--- config.mk ---
export PLATFORM = sky130hd
export DESIGN_NAME = long_press_led_blink_controller_flat
export DESIGN_NICKNAME = d
export VERILOG_FILES = /design/src/rtl/core/lpbc_pkg.sv /design/src/rtl/core/lpbc_if.sv /design/src/rtl/core/long_press_led_blink_controller.sv /design/src/flat_wrapper.sv
export SDC_FILE = /design/constraint.sdc
export NUM_CORES = 1
export LEC_CHECK = 0
export CAP_MARGIN = 30
export CORE_ASPECT_RATIO = 0.6
export CORE_MARGIN = 10
export CORE_UTILIZATION = 48
export CTS_BUF_LIST = sky130_fd_sc_hd__clkbuf_8
export DETAILED_ROUTE_END_ITERATION = 10
export DONT_BUFFER_PORTS = 1
export SLEW_MARGIN = 20
export SYNTH_ARGS = -nofsm -noshare
export SYNTH_HDL_FRONTEND = slang
export SYNTH_SLANG_ARGS = --single-unit
--- constraint.sdc ---
create_clock -name clk -period 8.6 [get_ports clk]
set_input_delay 0 -clock clk [delete_from_list [all_inputs] [get_ports clk]]
set_output_delay 0 -clock clk [all_outputs]
set_load 0.02 [all_outputs]
--- src/rtl/core/lpbc_pkg.sv ---
// shared types, constants and blink pattern functions for the long-press led blinker
// no dependencies; used by the channel interfaces and the top level
package lpbc_pkg;

  // configuration port
  localparam int CFG_DATA_W  = 12;
  localparam int CFG_INDEX_W = 1;

  typedef enum logic [CFG_INDEX_W-1:0] {
    REG_LONG_PRESS_TICKS = 1'b0,
    REG_MODE_COUNT       = 1'b1
  } cfg_reg_t;

  // field and state widths
  localparam int HOLD_W  = 12;
  localparam int MCNT_W  = 3;
  localparam int MODE_W  = 2;
  localparam int PHASE_W = 10;

  localparam logic [HOLD_W-1:0] HOLD_MAX        = 12'd4095;
  localparam logic [HOLD_W-1:0] LONG_PRESS_RST  = 12'd800;
  localparam logic [MCNT_W-1:0] MODE_COUNT_RST  = 3'd4;
  localparam logic [MCNT_W-1:0] MODE_LAST       = 3'd3;

  // pattern timing in ticks
  localparam logic [PHASE_W-1:0] SLOW_HALF  = 10'd500;
  localparam logic [PHASE_W-1:0] MID_HALF   = 10'd150;
  localparam logic [PHASE_W-1:0] FAST_HALF  = 10'd70;
  localparam logic [PHASE_W-1:0] DBL_PULSE  = 10'd100;
  localparam logic [PHASE_W-1:0] DBL_GAP    = 10'd400;
  localparam logic [PHASE_W-1:0] SLOW_PER   = 10'd1000;
  localparam logic [PHASE_W-1:0] MID_PER    = 10'd300;
  localparam logic [PHASE_W-1:0] FAST_PER   = 10'd140;
  localparam logic [PHASE_W-1:0] DBL_PER    = 10'd700;

  typedef enum logic [MODE_W-1:0] {
    MODE_SLOW   = 2'd0,
    MODE_MID    = 2'd1,
    MODE_FAST   = 2'd2,
    MODE_DOUBLE = 2'd3
  } mode_t;

  function automatic logic [PHASE_W-1:0] pattern_period(input logic [MODE_W-1:0] mode);
    case (mode_t'(mode))
      MODE_SLOW: pattern_period = SLOW_PER;
      MODE_MID:  pattern_period = MID_PER;
      MODE_FAST: pattern_period = FAST_PER;
      default:   pattern_period = DBL_PER;
    endcase
  endfunction

  function automatic logic pattern_level(input logic [MODE_W-1:0] mode,
                                         input logic [PHASE_W-1:0] phase);
    case (mode_t'(mode))
      MODE_SLOW: pattern_level = (phase < SLOW_HALF);
      MODE_MID:  pattern_level = (phase < MID_HALF);
      MODE_FAST: pattern_level = (phase < FAST_HALF);
      default:   pattern_level = (phase < DBL_PULSE) ||
                                 ((phase >= 10'd200) && (phase < 10'd300));
    endcase
  endfunction

endpackage

--- src/rtl/core/lpbc_if.sv ---
// valid/ready channel interfaces: button tick items in, led status items out
// depends on lpbc_pkg for field widths
interface lpbc_in_if;
  logic valid;
  logic ready;
  logic button_level;

  modport source (output valid, output button_level, input ready);
  modport sink   (input valid, input button_level, output ready);
endinterface

interface lpbc_out_if;
  logic                        valid;
  logic                        ready;
  logic                        led_on;
  logic [lpbc_pkg::MODE_W-1:0] current_mode;
  logic                        blink_active;

  modport source (output valid, output led_on, output current_mode,
                  output blink_active, input ready);
  modport sink   (input valid, input led_on, input current_mode,
                  input blink_active, output ready);
endinterface

--- src/rtl/core/long_press_led_blink_controller.sv ---
// top level of the long-press led blinker: button tick in, led status out
// depends on lpbc_pkg and the channel interfaces in lpbc_if.sv
//
// usage
//   tick_in carries one item per millisecond tick: button_level, 0 pressed, 1 released.
//   result_out returns one item per tick: led_on, current_mode and blink_active,
//   all showing the state after that tick.
//   a short press (released before the long-press threshold) toggles blinking;
//   holding past long_press_ticks advances the mode once per press.
//   cfg_we/cfg_index/cfg_wdata write long_press_ticks (index 0) and mode_count
//   (index 1); write only while no item is in flight.
// timing
//   an item accepted at a clock edge shows on result_out right after that edge.
//   one item per cycle while result_out keeps up; the state update is a handful of counters
//   and compares feeding the state registers and the single result register.
// reset
//   rst (synchronous, active high) restores the register defaults (800, 4),
//   clears the hold, mode and phase state, marks the button released and
//   empties the result register.
// stall
//   tick_in.ready stays high while the result register is empty or being taken
//   in the same cycle; if result_out stalls with a result held, tick_in.ready
//   drops and no tick is taken until the result leaves.
module long_press_led_blink_controller (
  input  logic                                clk,
  input  logic                                rst,
  input  logic                                cfg_we,
  input  logic [lpbc_pkg::CFG_INDEX_W-1:0]    cfg_index,
  input  logic [lpbc_pkg::CFG_DATA_W-1:0]     cfg_wdata,
  lpbc_in_if.sink                             tick_in,
  lpbc_out_if.source                          result_out
);

  // configuration registers
  logic [lpbc_pkg::HOLD_W-1:0]  long_press_ticks;
  logic [lpbc_pkg::MCNT_W-1:0]  mode_count;

  // tick state
  logic                          prev_button;
  logic [lpbc_pkg::HOLD_W-1:0]  hold_count;
  logic                          long_done;
  logic                          blink_enable;
  logic [lpbc_pkg::MODE_W-1:0]  mode_index;
  logic [lpbc_pkg::PHASE_W-1:0] phase_count;

  // result register
  logic                          out_valid;
  logic                          out_led;

  logic                          accept;
  logic                          btn;
  logic                          press;
  logic [lpbc_pkg::HOLD_W-1:0]  hold_count_next;
  logic                          long_done_next;
  logic                          fire;
  logic [lpbc_pkg::MCNT_W-1:0]  mode_inc;
  logic [lpbc_pkg::MODE_W-1:0]  mode_index_next;
  logic                          blink_enable_next;
  logic                          restart;
  logic [lpbc_pkg::PHASE_W-1:0] period;
  logic [lpbc_pkg::PHASE_W-1:0] phase_cur;
  logic [lpbc_pkg::PHASE_W:0]   phase_inc;
  logic [lpbc_pkg::PHASE_W-1:0] phase_count_next;
  logic                          led_next;

  // result register frees up when it is empty or drained this cycle
  assign tick_in.ready = !out_valid || result_out.ready;
  assign accept        = tick_in.valid && tick_in.ready;
  assign btn           = tick_in.button_level;

  always_comb begin
    press           = !btn && prev_button;
    hold_count_next = hold_count;
    long_done_next  = long_done;
    mode_index_next = mode_index;
    restart         = 1'b0;

    // hold counter: restart on the press tick, count while held until the long press fires, saturate
    if (press) begin
      hold_count_next = '0;
      long_done_next  = 1'b0;
    end else if (!btn && !long_done && (hold_count < lpbc_pkg::HOLD_MAX)) begin
      hold_count_next = hold_count + 1'b1;
    end

    // long press advances the mode once per press, wrapping at mode_count or past MODE_LAST
    fire     = !btn && !long_done_next && (hold_count_next > long_press_ticks);
    mode_inc = {1'b0, mode_index} + 1'b1;
    if (fire) begin
      if ((mode_inc >= mode_count) || (mode_inc > lpbc_pkg::MODE_LAST)) begin
        mode_index_next = '0;
      end else begin
        mode_index_next = mode_inc[lpbc_pkg::MODE_W-1:0];
      end
      restart        = (mode_index_next != mode_index);
      long_done_next = 1'b1;
    end

    // short press release toggles blinking
    blink_enable_next = blink_enable;
    if (btn && !prev_button && !long_done_next) begin
      blink_enable_next = !blink_enable;
      if (!blink_enable) begin
        restart = 1'b1;
      end
    end

    // pattern position: restart on enable or mode change, wrap at the period
    period           = lpbc_pkg::pattern_period(mode_index_next);
    phase_cur        = (restart || (phase_count >= period)) ? '0 : phase_count;
    phase_inc        = {1'b0, phase_cur} + 1'b1;
    led_next         = 1'b0;
    phase_count_next = '0;
    if (blink_enable_next) begin
      led_next = lpbc_pkg::pattern_level(mode_index_next, phase_cur);
      if (phase_inc < {1'b0, period}) begin
        phase_count_next = phase_inc[lpbc_pkg::PHASE_W-1:0];
      end
    end
  end

  always_ff @(posedge clk) begin
    if (rst) begin
      long_press_ticks <= lpbc_pkg::LONG_PRESS_RST;
      mode_count       <= lpbc_pkg::MODE_COUNT_RST;
    end else if (cfg_we) begin
      unique case (lpbc_pkg::cfg_reg_t'(cfg_index))
        lpbc_pkg::REG_LONG_PRESS_TICKS: long_press_ticks <= cfg_wdata;
        lpbc_pkg::REG_MODE_COUNT:       mode_count <= cfg_wdata[lpbc_pkg::MCNT_W-1:0];
        default: ;
      endcase
    end
  end

  always_ff @(posedge clk) begin
    if (rst) begin
      prev_button  <= 1'b1;
      hold_count   <= '0;
      long_done    <= 1'b0;
      blink_enable <= 1'b0;
      mode_index   <= '0;
      phase_count  <= '0;
      out_valid    <= 1'b0;
    end else begin
      if (accept) begin
        prev_button  <= btn;
        hold_count   <= hold_count_next;
        long_done    <= long_done_next;
        blink_enable <= blink_enable_next;
        mode_index   <= mode_index_next;
        phase_count  <= phase_count_next;
        out_valid    <= 1'b1;
      end else if (result_out.ready) begin
        out_valid <= 1'b0;
      end
    end
  end

  // led level has no reset; mode and enable come straight from state
  always_ff @(posedge clk) begin
    if (accept) begin
      out_led <= led_next;
    end
  end

  assign result_out.valid        = out_valid;
  assign result_out.led_on       = out_led;
  assign result_out.current_mode = mode_index;
  assign result_out.blink_active = blink_enable;

`ifndef SYNTHESIS
  // phase is parked at zero while blinking is off
  a_phase_idle: assert property (@(posedge clk) disable iff (rst)
    !blink_enable |-> (phase_count == '0))
    else $error("phase_count nonzero while blinking is off");

  // phase always lies inside the current mode's period
  a_phase_range: assert property (@(posedge clk) disable iff (rst)
    blink_enable |-> (phase_count < lpbc_pkg::pattern_period(mode_index)))
    else $error("phase_count outside pattern period");

  // a held result blocks new ticks
  a_backpressure: assert property (@(posedge clk) disable iff (rst)
    (out_valid && !result_out.ready) |-> !tick_in.ready)
    else $error("tick taken while result stalled");

  // led is dark whenever blinking is off
  a_led_dark: assert property (@(posedge clk) disable iff (rst)
    (out_valid && !blink_enable) |-> !out_led)
    else $error("led lit with blinking off");
`endif

endmodule

--- src/flat_wrapper.sv ---
// flat-port wrapper written by rule: the top's interface ports become plain ports
module long_press_led_blink_controller_flat 
  (clk, rst, cfg_we, cfg_index, cfg_wdata, tick_in_valid, tick_in_button_level, tick_in_ready, result_out_valid, result_out_led_on, result_out_current_mode, result_out_blink_active, result_out_ready);
  lpbc_in_if tick_in_i ();
  lpbc_out_if result_out_i ();
  input  logic clk;
  input  logic rst;
  input  logic cfg_we;
  input  logic [lpbc_pkg::CFG_INDEX_W-1:0] cfg_index;
  input  logic [lpbc_pkg::CFG_DATA_W-1:0] cfg_wdata;
  input wire logic [$bits(tick_in_i.valid)-1:0] tick_in_valid;
  input wire logic [$bits(tick_in_i.button_level)-1:0] tick_in_button_level;
  output wire logic [$bits(tick_in_i.ready)-1:0] tick_in_ready;
  output wire logic [$bits(result_out_i.valid)-1:0] result_out_valid;
  output wire logic [$bits(result_out_i.led_on)-1:0] result_out_led_on;
  output wire logic [$bits(result_out_i.current_mode)-1:0] result_out_current_mode;
  output wire logic [$bits(result_out_i.blink_active)-1:0] result_out_blink_active;
  input wire logic [$bits(result_out_i.ready)-1:0] result_out_ready;
  assign tick_in_i.valid = tick_in_valid;
  assign tick_in_i.button_level = tick_in_button_level;
  assign tick_in_ready = tick_in_i.ready;
  assign result_out_valid = result_out_i.valid;
  assign result_out_led_on = result_out_i.led_on;
  assign result_out_current_mode = result_out_i.current_mode;
  assign result_out_blink_active = result_out_i.blink_active;
  assign result_out_i.ready = result_out_ready;
  long_press_led_blink_controller u_core (.clk(clk), .rst(rst), .cfg_we(cfg_we), .cfg_index(cfg_index), .cfg_wdata(cfg_wdata), .tick_in(tick_in_i), .result_out(result_out_i));
endmodule
; ---- Word-level counts from Yosys, hierarchy flattened
; Cells that the tools add are included.
[op_classes]
n_reduce_logical = 24
order_cmp = 12
eq_ne = 3
n_addsub = 3
n_bitwise = 1
muxes = 18
[op_table]
columns = cell, count
row1 = $mux W10, 3
row2 = $pmux W10 S3, 1
row3 = $mux W12, 2
row4 = $lt A10 B7 Y1 const B, 2
row5 = $lt A10 B9 Y1 const B, 2
row6 = $add A12 B1 Y12 const B, 1
row7 = $gt A12 B12 Y1, 1
row8 = $lt A12 B12 Y1 const B, 1
row9 = $add A10 B1 Y11 const B, 1
row10 = $lt A11 B10 Y1, 1
row11 = $ge A10 B10 Y1, 1
row12 = $ge A10 B8 Y1 const B, 1
row13 = $lt A10 B8 Y1 const B, 1
row14 = $logic_and A1 B1 Y1, 9
row15 = $mux W1, 8
row16 = $logic_not A1 Y1, 7
row17 = $mux W2, 3
row18 = $logic_or A1 B1 Y1, 4
row19 = $reduce_and A2 Y1, 2
row20 = $add A2 B1 Y3 const B, 1
row21 = $ge A3 B3 Y1, 1
row22 = $gt A3 B2 Y1 const B, 1
row23 = $pmux W1 S3, 1
row24 = $eq A2 B1 Y1 const B, 1
row25 = other kinds (5), 5
[word_totals]
input_bits = 19
ff_bits = 44

; ---- Depth between registers and ports, before layout
[depth]
depth_word = 18
ltp_mapped = 36

; ---- Worst setup path before layout
; OpenSTA, ideal clock, no wires.
[synth_path]
kind = reg-to-reg
from = register u_core.hold_count[0] (netlist bit)
to = register u_core.phase_count[2] (netlist bit)
setup_slack_ns = 1.585
stages_incl_launch_ff = 35
setup_ns = 0.122
arrival_ns = 6.893
path_buffers = 1
required_ns = 8.478
cell_sequence = dfxtp_1 ha_1 and4_1 nand4_1 nand3_1 nor2_1 xnor2_1 nor2_1 ha_1 nand4_1 nor2_1 a221o_1 a21oi_2 mux2i_1 inv_1 ha_1 inv_1 o21ai_0 ha_1 a221o_1 nor2_2 o21a_1 buf_4 and2_1 ha_1 nand3_2 or2_2 and2_1 o21a_1 ha_1 nand3_1 or2_2 nor3_1 o221ai_1 a221o_1
[synth_between]
elab_chain_len = 16
word_cells_on_any_way = 26
[synth_lines]
columns = item, line_no
row1 = from (decl), long_press_led_blink_controller.sv:40  ; logic [lpbc_pkg::HOLD_W-1:0] hold_count;
row2 = from (signal assigned), long_press_led_blink_controller.sv:147  ; hold_count <= hold_count_next;
row3 = $lt A12 B12 Y1, long_press_led_blink_controller.sv:82  ; end else if (!btn && !long_done && (hold_count < lpbc_pkg::HOLD_MAX)) begin
row4 = $logic_and A1 B1 Y1, long_press_led_blink_controller.sv:82
row5 = $mux W12 (*), long_press_led_blink_controller.sv:82
row6 = $mux W12 (*), long_press_led_blink_controller.sv:79  ; if (press) begin
row7 = "via u_core.hold_count_next, one bit", long_press_led_blink_controller.sv:53  ; logic [lpbc_pkg::HOLD_W-1:0] hold_count_next;
row8 = $gt A12 B12 Y1 (*), long_press_led_blink_controller.sv:87  ; fire = !btn && !long_done_next && (hold_count_next > long_press_ticks);
row9 = $logic_and A1 B1 Y1 (*), long_press_led_blink_controller.sv:87
row10 = $mux W2 (*), long_press_led_blink_controller.sv:89  ; if (fire) begin
row11 = "via u_core.mode_index_next, one bit", long_press_led_blink_controller.sv:57  ; logic [lpbc_pkg::MODE_W-1:0] mode_index_next;
row12 = [1 not listed], --
row13 = $pmux W10 S3 (*), lpbc_pkg.sv:44  ; case (mode_t'(mode))
row14 = $ge A10 B10 Y1, long_press_led_blink_controller.sv:110  ; phase_cur = (restart || (phase_count >= period)) ? '0 : phase_count;
row15 = $logic_or A1 B1 Y1, long_press_led_blink_controller.sv:110
row16 = $mux W10, long_press_led_blink_controller.sv:110
row17 = $add A10 B1 Y11, long_press_led_blink_controller.sv:111  ; phase_inc = {1'b0, phase_cur} + 1'b1;
row18 = $lt A11 B10 Y1, long_press_led_blink_controller.sv:116  ; if (phase_inc < {1'b0, period}) begin
row19 = $mux W10 (*), long_press_led_blink_controller.sv:116
row20 = $mux W10 (*), long_press_led_blink_controller.sv:114  ; if (blink_enable_next) begin
row21 = to (signal assigned), long_press_led_blink_controller.sv:151  ; phase_count <= phase_count_next;
row22 = to (decl), long_press_led_blink_controller.sv:44  ; logic [lpbc_pkg::PHASE_W-1:0] phase_count;
; Mark *: on every way through the listed nets, which the timed path passes. The rest lies on a longest branch.
; A chain may end at the register's enable or synchronous reset.

; ---- Worst setup path in the final report
; Same ends and word-level chain as after synthesis.

==> results list <==
- Warnings from Yosys: 0
* Max_slew headroom: between 40% and 50%
- The first global-routing pass estimated between 15000 and 20000 um of wire.
* Worst setup SP type: register
- Post-synth design cell area: approximately 3400 um^2
- The congestion estimate from routability-driven global placement came to roughly 0.99.
- The initial antenna violation count was 0.
* Area Overhead vs Synth: 11.3%
- Proportion of synthesized flip-flops having asynchronous set or reset: 0%
- The number of hold-slack violations in the final timing report came to 0.
- Die width: 129 um
* Post-detailed-route via-to-cell ratio: around 6
- The slowest stage of the critical path is the dfxtp_1 cell.
* Clk_skew: between 0.01 and 0.015 ns
* Most frequent cell on the critical path: ha_1
- For this run, the detailed router's first-pass iteration total came to 5.
- The flow ran to the end, and the final reports show no timing, DRC or antenna violations.
- The number of global-route vias before repair came to about 2900.
* Cts bufs inserted: 5
- The min-delay analysis places its worst path in the category in2reg.
- Global routing consumed, on the met1 layer, between 20% and 30% of the routing resources.
- In this run the static leakage power is ~1.6 nW.
- In this run, the number of DRC markers left after iteration 0 of detailed routing was about 310.
- 0 antenna diodes ended up in the layout.
- The worst setup path is captured at a register.
* Drt drc: 0
- The setup path with the least slack is of type reg2reg.
* TritonCTS clock tree: done
- Across all layers, the routed design uses around 3100 vias.
- Entering global routing, the biggest net connects 30 pins.
- The final layout contains 500 nets.
* Busiest metal layer after global routing: met1
- The synthesized design contains 44 register bits.
- Critical path's largest stage delay: 0.42 ns
- Number of post-CTS setup repair buffers: 0
* Maximum operating frequency: ~0.13 GHz
- Final core occ: between 50% and 60%
- Core Box Area: between 6000 and 7000 um^2
- Sequential share of the synthesized area: roughly a quarter
- The floorplan step defined a die boundary enclosing about 11000 um^2.
* Master cell of the clock root buffer: clkbuf_8
- Cell accounting for the most synthesized area: dfxtp_1
- Max Fanout on Critical Path: 12
- Number of maximum-capacitance constraint violations: 0
- Clock transition at the registers of the reported paths: approximately 0.09 ns
- Yosys attributes the largest share of cell area to dfxtp_1, ha_1, nand2_1.
- DP HPWL: between 6000 and 7000 um
- For this run, the leading register cell type out of synthesis is dfxtp_1.
- Average instance area after synthesis: roughly 7.9 um^2
- The later pin in the worst-skew pair is clocked with a latency of 0.31 ns.
* Met2 track demand over resource in global routing: a little over a fifth
- Final Critical Period: between 7 and 8 ns
- Row generation in the floorplan step produced 23 rows.
- Antenna viol nets, final: 0
- Number of failing setup endpoints in the final timing report: 0
- IR analysis of the VDD net gives a maximum drop of slightly below 0.00009 V.
- Starting density of the core: between 50% and 60%
- The die is 85.4 um tall.
- The clock passes through at most 2 buffers.
* Met3 track utilization from global routing: 4.16%
* Part of the cycle the worst path needs: around nine tenths
- The top cell type by area accounts for between 20% and 30% of the synthesized area.
- Synthesis produced a netlist whose cell count is roughly 430.
- Nets in the synthesized netlist: a little under 500
- Summed over all layers, the global routing overflow is 0.
- Boundary Pins: 25
- H-tree level count: 2
* Num Clock Sinks: between 40 and 50
* Power Total: around 460 uW
* Max-slew violations: 0
- Unrepaired setup endpoints after global routing: no
* Power per cell area: around 120 nW/um^2
* Actual slew at the worst max-slew pin: 0.804 ns
* Total Wirelength: between 9000 and 10000 um
- Counting flops with a built-in enable in the synthesized netlist gives 1.
- For the final routed database, the setup TNS stands at 0 ns.
- Arrival time at the worst endpoint: 8.02 ns
- Global router's overall resource usage: 16.7%
- Number of library cell types mapped by synthesis: between 60 and 70
* Average wire per standard cell: between 15 and 20 um
- Data on the critical path is required at its endpoint by ~9 ns.
- The count of buffers added on input and output ports is 0.
- The post-route netlist has under 10% of its cells at a drive strength greater than 1.
[kinds of logic (layout without fill, tap and decap cells)]
group | Yosys count | count (layout) | synth area share (%)
AOI/OAI and AO/OA | 115 | 115 | 23.9
xor gates and xnor gates | 13 | 13 | 3.32
adders and majority gates | 38 | 38 | 13.9
buffers and inverters | 50 | 62 | 6.32
DFF | 44 | 44 | 26.0
muxes | 3 | 3 | 0.877
and+or+nand+nor | 168 | 168 | 25.7
[worst max-delay path, delay by kind of cell (launching register included)]
family                     cells  cell delay (ns)
and+or+nand+nor               15             2.79
muxes                          1             0.37
AOI/OAI and AO/OA              9             2.08
DFF                            1             0.42
buffers and inverters          2             0.23
adders and majority gates      6             1.64
xor gates and xnor gates       1             0.18
[state kept, by name, summed over array words and instances, names as in the netlist]
signal / flops
u_core.long_done: 1
u_core.result_out.led_on: 1
u_core.result_out.valid: 1
u_core.prev_button: 1
u_core.mode_count: 3
u_core.long_press_ticks: 12
u_core.result_out.current_mode: 2
u_core.result_out.blink_active: 1
u_core.phase_count: 10
u_core.hold_count: 12
[cells in the mapped netlist, types with 6 or more instances]
master / instances
xor2_1: 6
inv_1: 29
xnor2_1: 7
o21a_1: 9
clkbuf_1: 8
nand3_1: 14
and2_1: 6
o221ai_1: 8
a21oi_1: 33
ha_1: 38
nand2_1: 57
o21ai_0: 15
nor2_1: 36
dfxtp_1: 43
o211ai_1: 7
nor3_1: 9
[path summary, 6_finish.rpt]
path                              start  slack [ns]                    endpoint  depth (start not counted)
min reg2reg  u_core.long_press_ticks[6]        0.46  u_core.long_press_ticks[6]                          2
max reg2reg        u_core.hold_count[0]        0.77       u_core.phase_count[2]                         34
max                u_core.hold_count[0]        0.77       u_core.phase_count[2]                         34
min                              cfg_we        0.02  u_core.long_press_ticks[1]                          3
[metal layers]
layer	routed length, um	share of wire, %
met3	689	7.6
met1	5060	56
met4	32	0.35
met5	0	0
met2	3290	36
[per-stage QoR]
stage	instances	setup WS, ns	cell area, um^2	hold WS, ns
final	530	0.775	3810	0.0151
after global routing	530	0.0509	3810	0.0420
after CTS	528	0.501	3780	0.0524
after detailed placement	501	0.539	3450	0.0720
after global placement	501	0.781	3450	0.0705
after floorplan	431	1.58	3430	0.129
[placed cells by master, fill, tap and decap left out, types with 6 or more instances in the layout]
cell type | synthesis | routed
nand2_1 | 57 | 57
nor2_1 | 36 | 36
o21ai_0 | 15 | 14
o221ai_1 | 8 | 8
inv_1 | 29 | 29
xnor2_1 | 7 | 7
nor3_1 | 9 | 9
xor2_1 | 6 | 6
a21oi_1 | 33 | 33
dfxtp_1 | 43 | 43
o211ai_1 | 7 | 7
and2_1 | 6 | 6
ha_1 | 38 | 38
o21a_1 | 9 | 8
dlygate4sd3_1 | 0 | 20
nand3_1 | 14 | 14
[cell type report]
cell class	count	area [um^2]
Inverter	31	116
Sequential cell	44	891
Clock inverter	2	60.1
Multi-Input combinational cell	337	2340
Fill cell	639	2980
Timing Repair Buffer	24	228
Tap cell	87	109
Clock buffer	5	68.8
[power breakdown]
part	total (mW)	switching, mW	internal, mW	leakage, nW
Clock	0.191	0.0763	0.114	0.0642
Combinational	0.0526	0.0323	0.0203	1.13
Sequential	0.214	0.00443	0.210	0.359
[timing repair]
action	4_1_cts	5_1_grt
hold buffers	20	1
endpoints found under the setup margin	0	10
hold endpoints to repair	33	4
resized for setup	0	5
(Power assumes the default switching activity.)
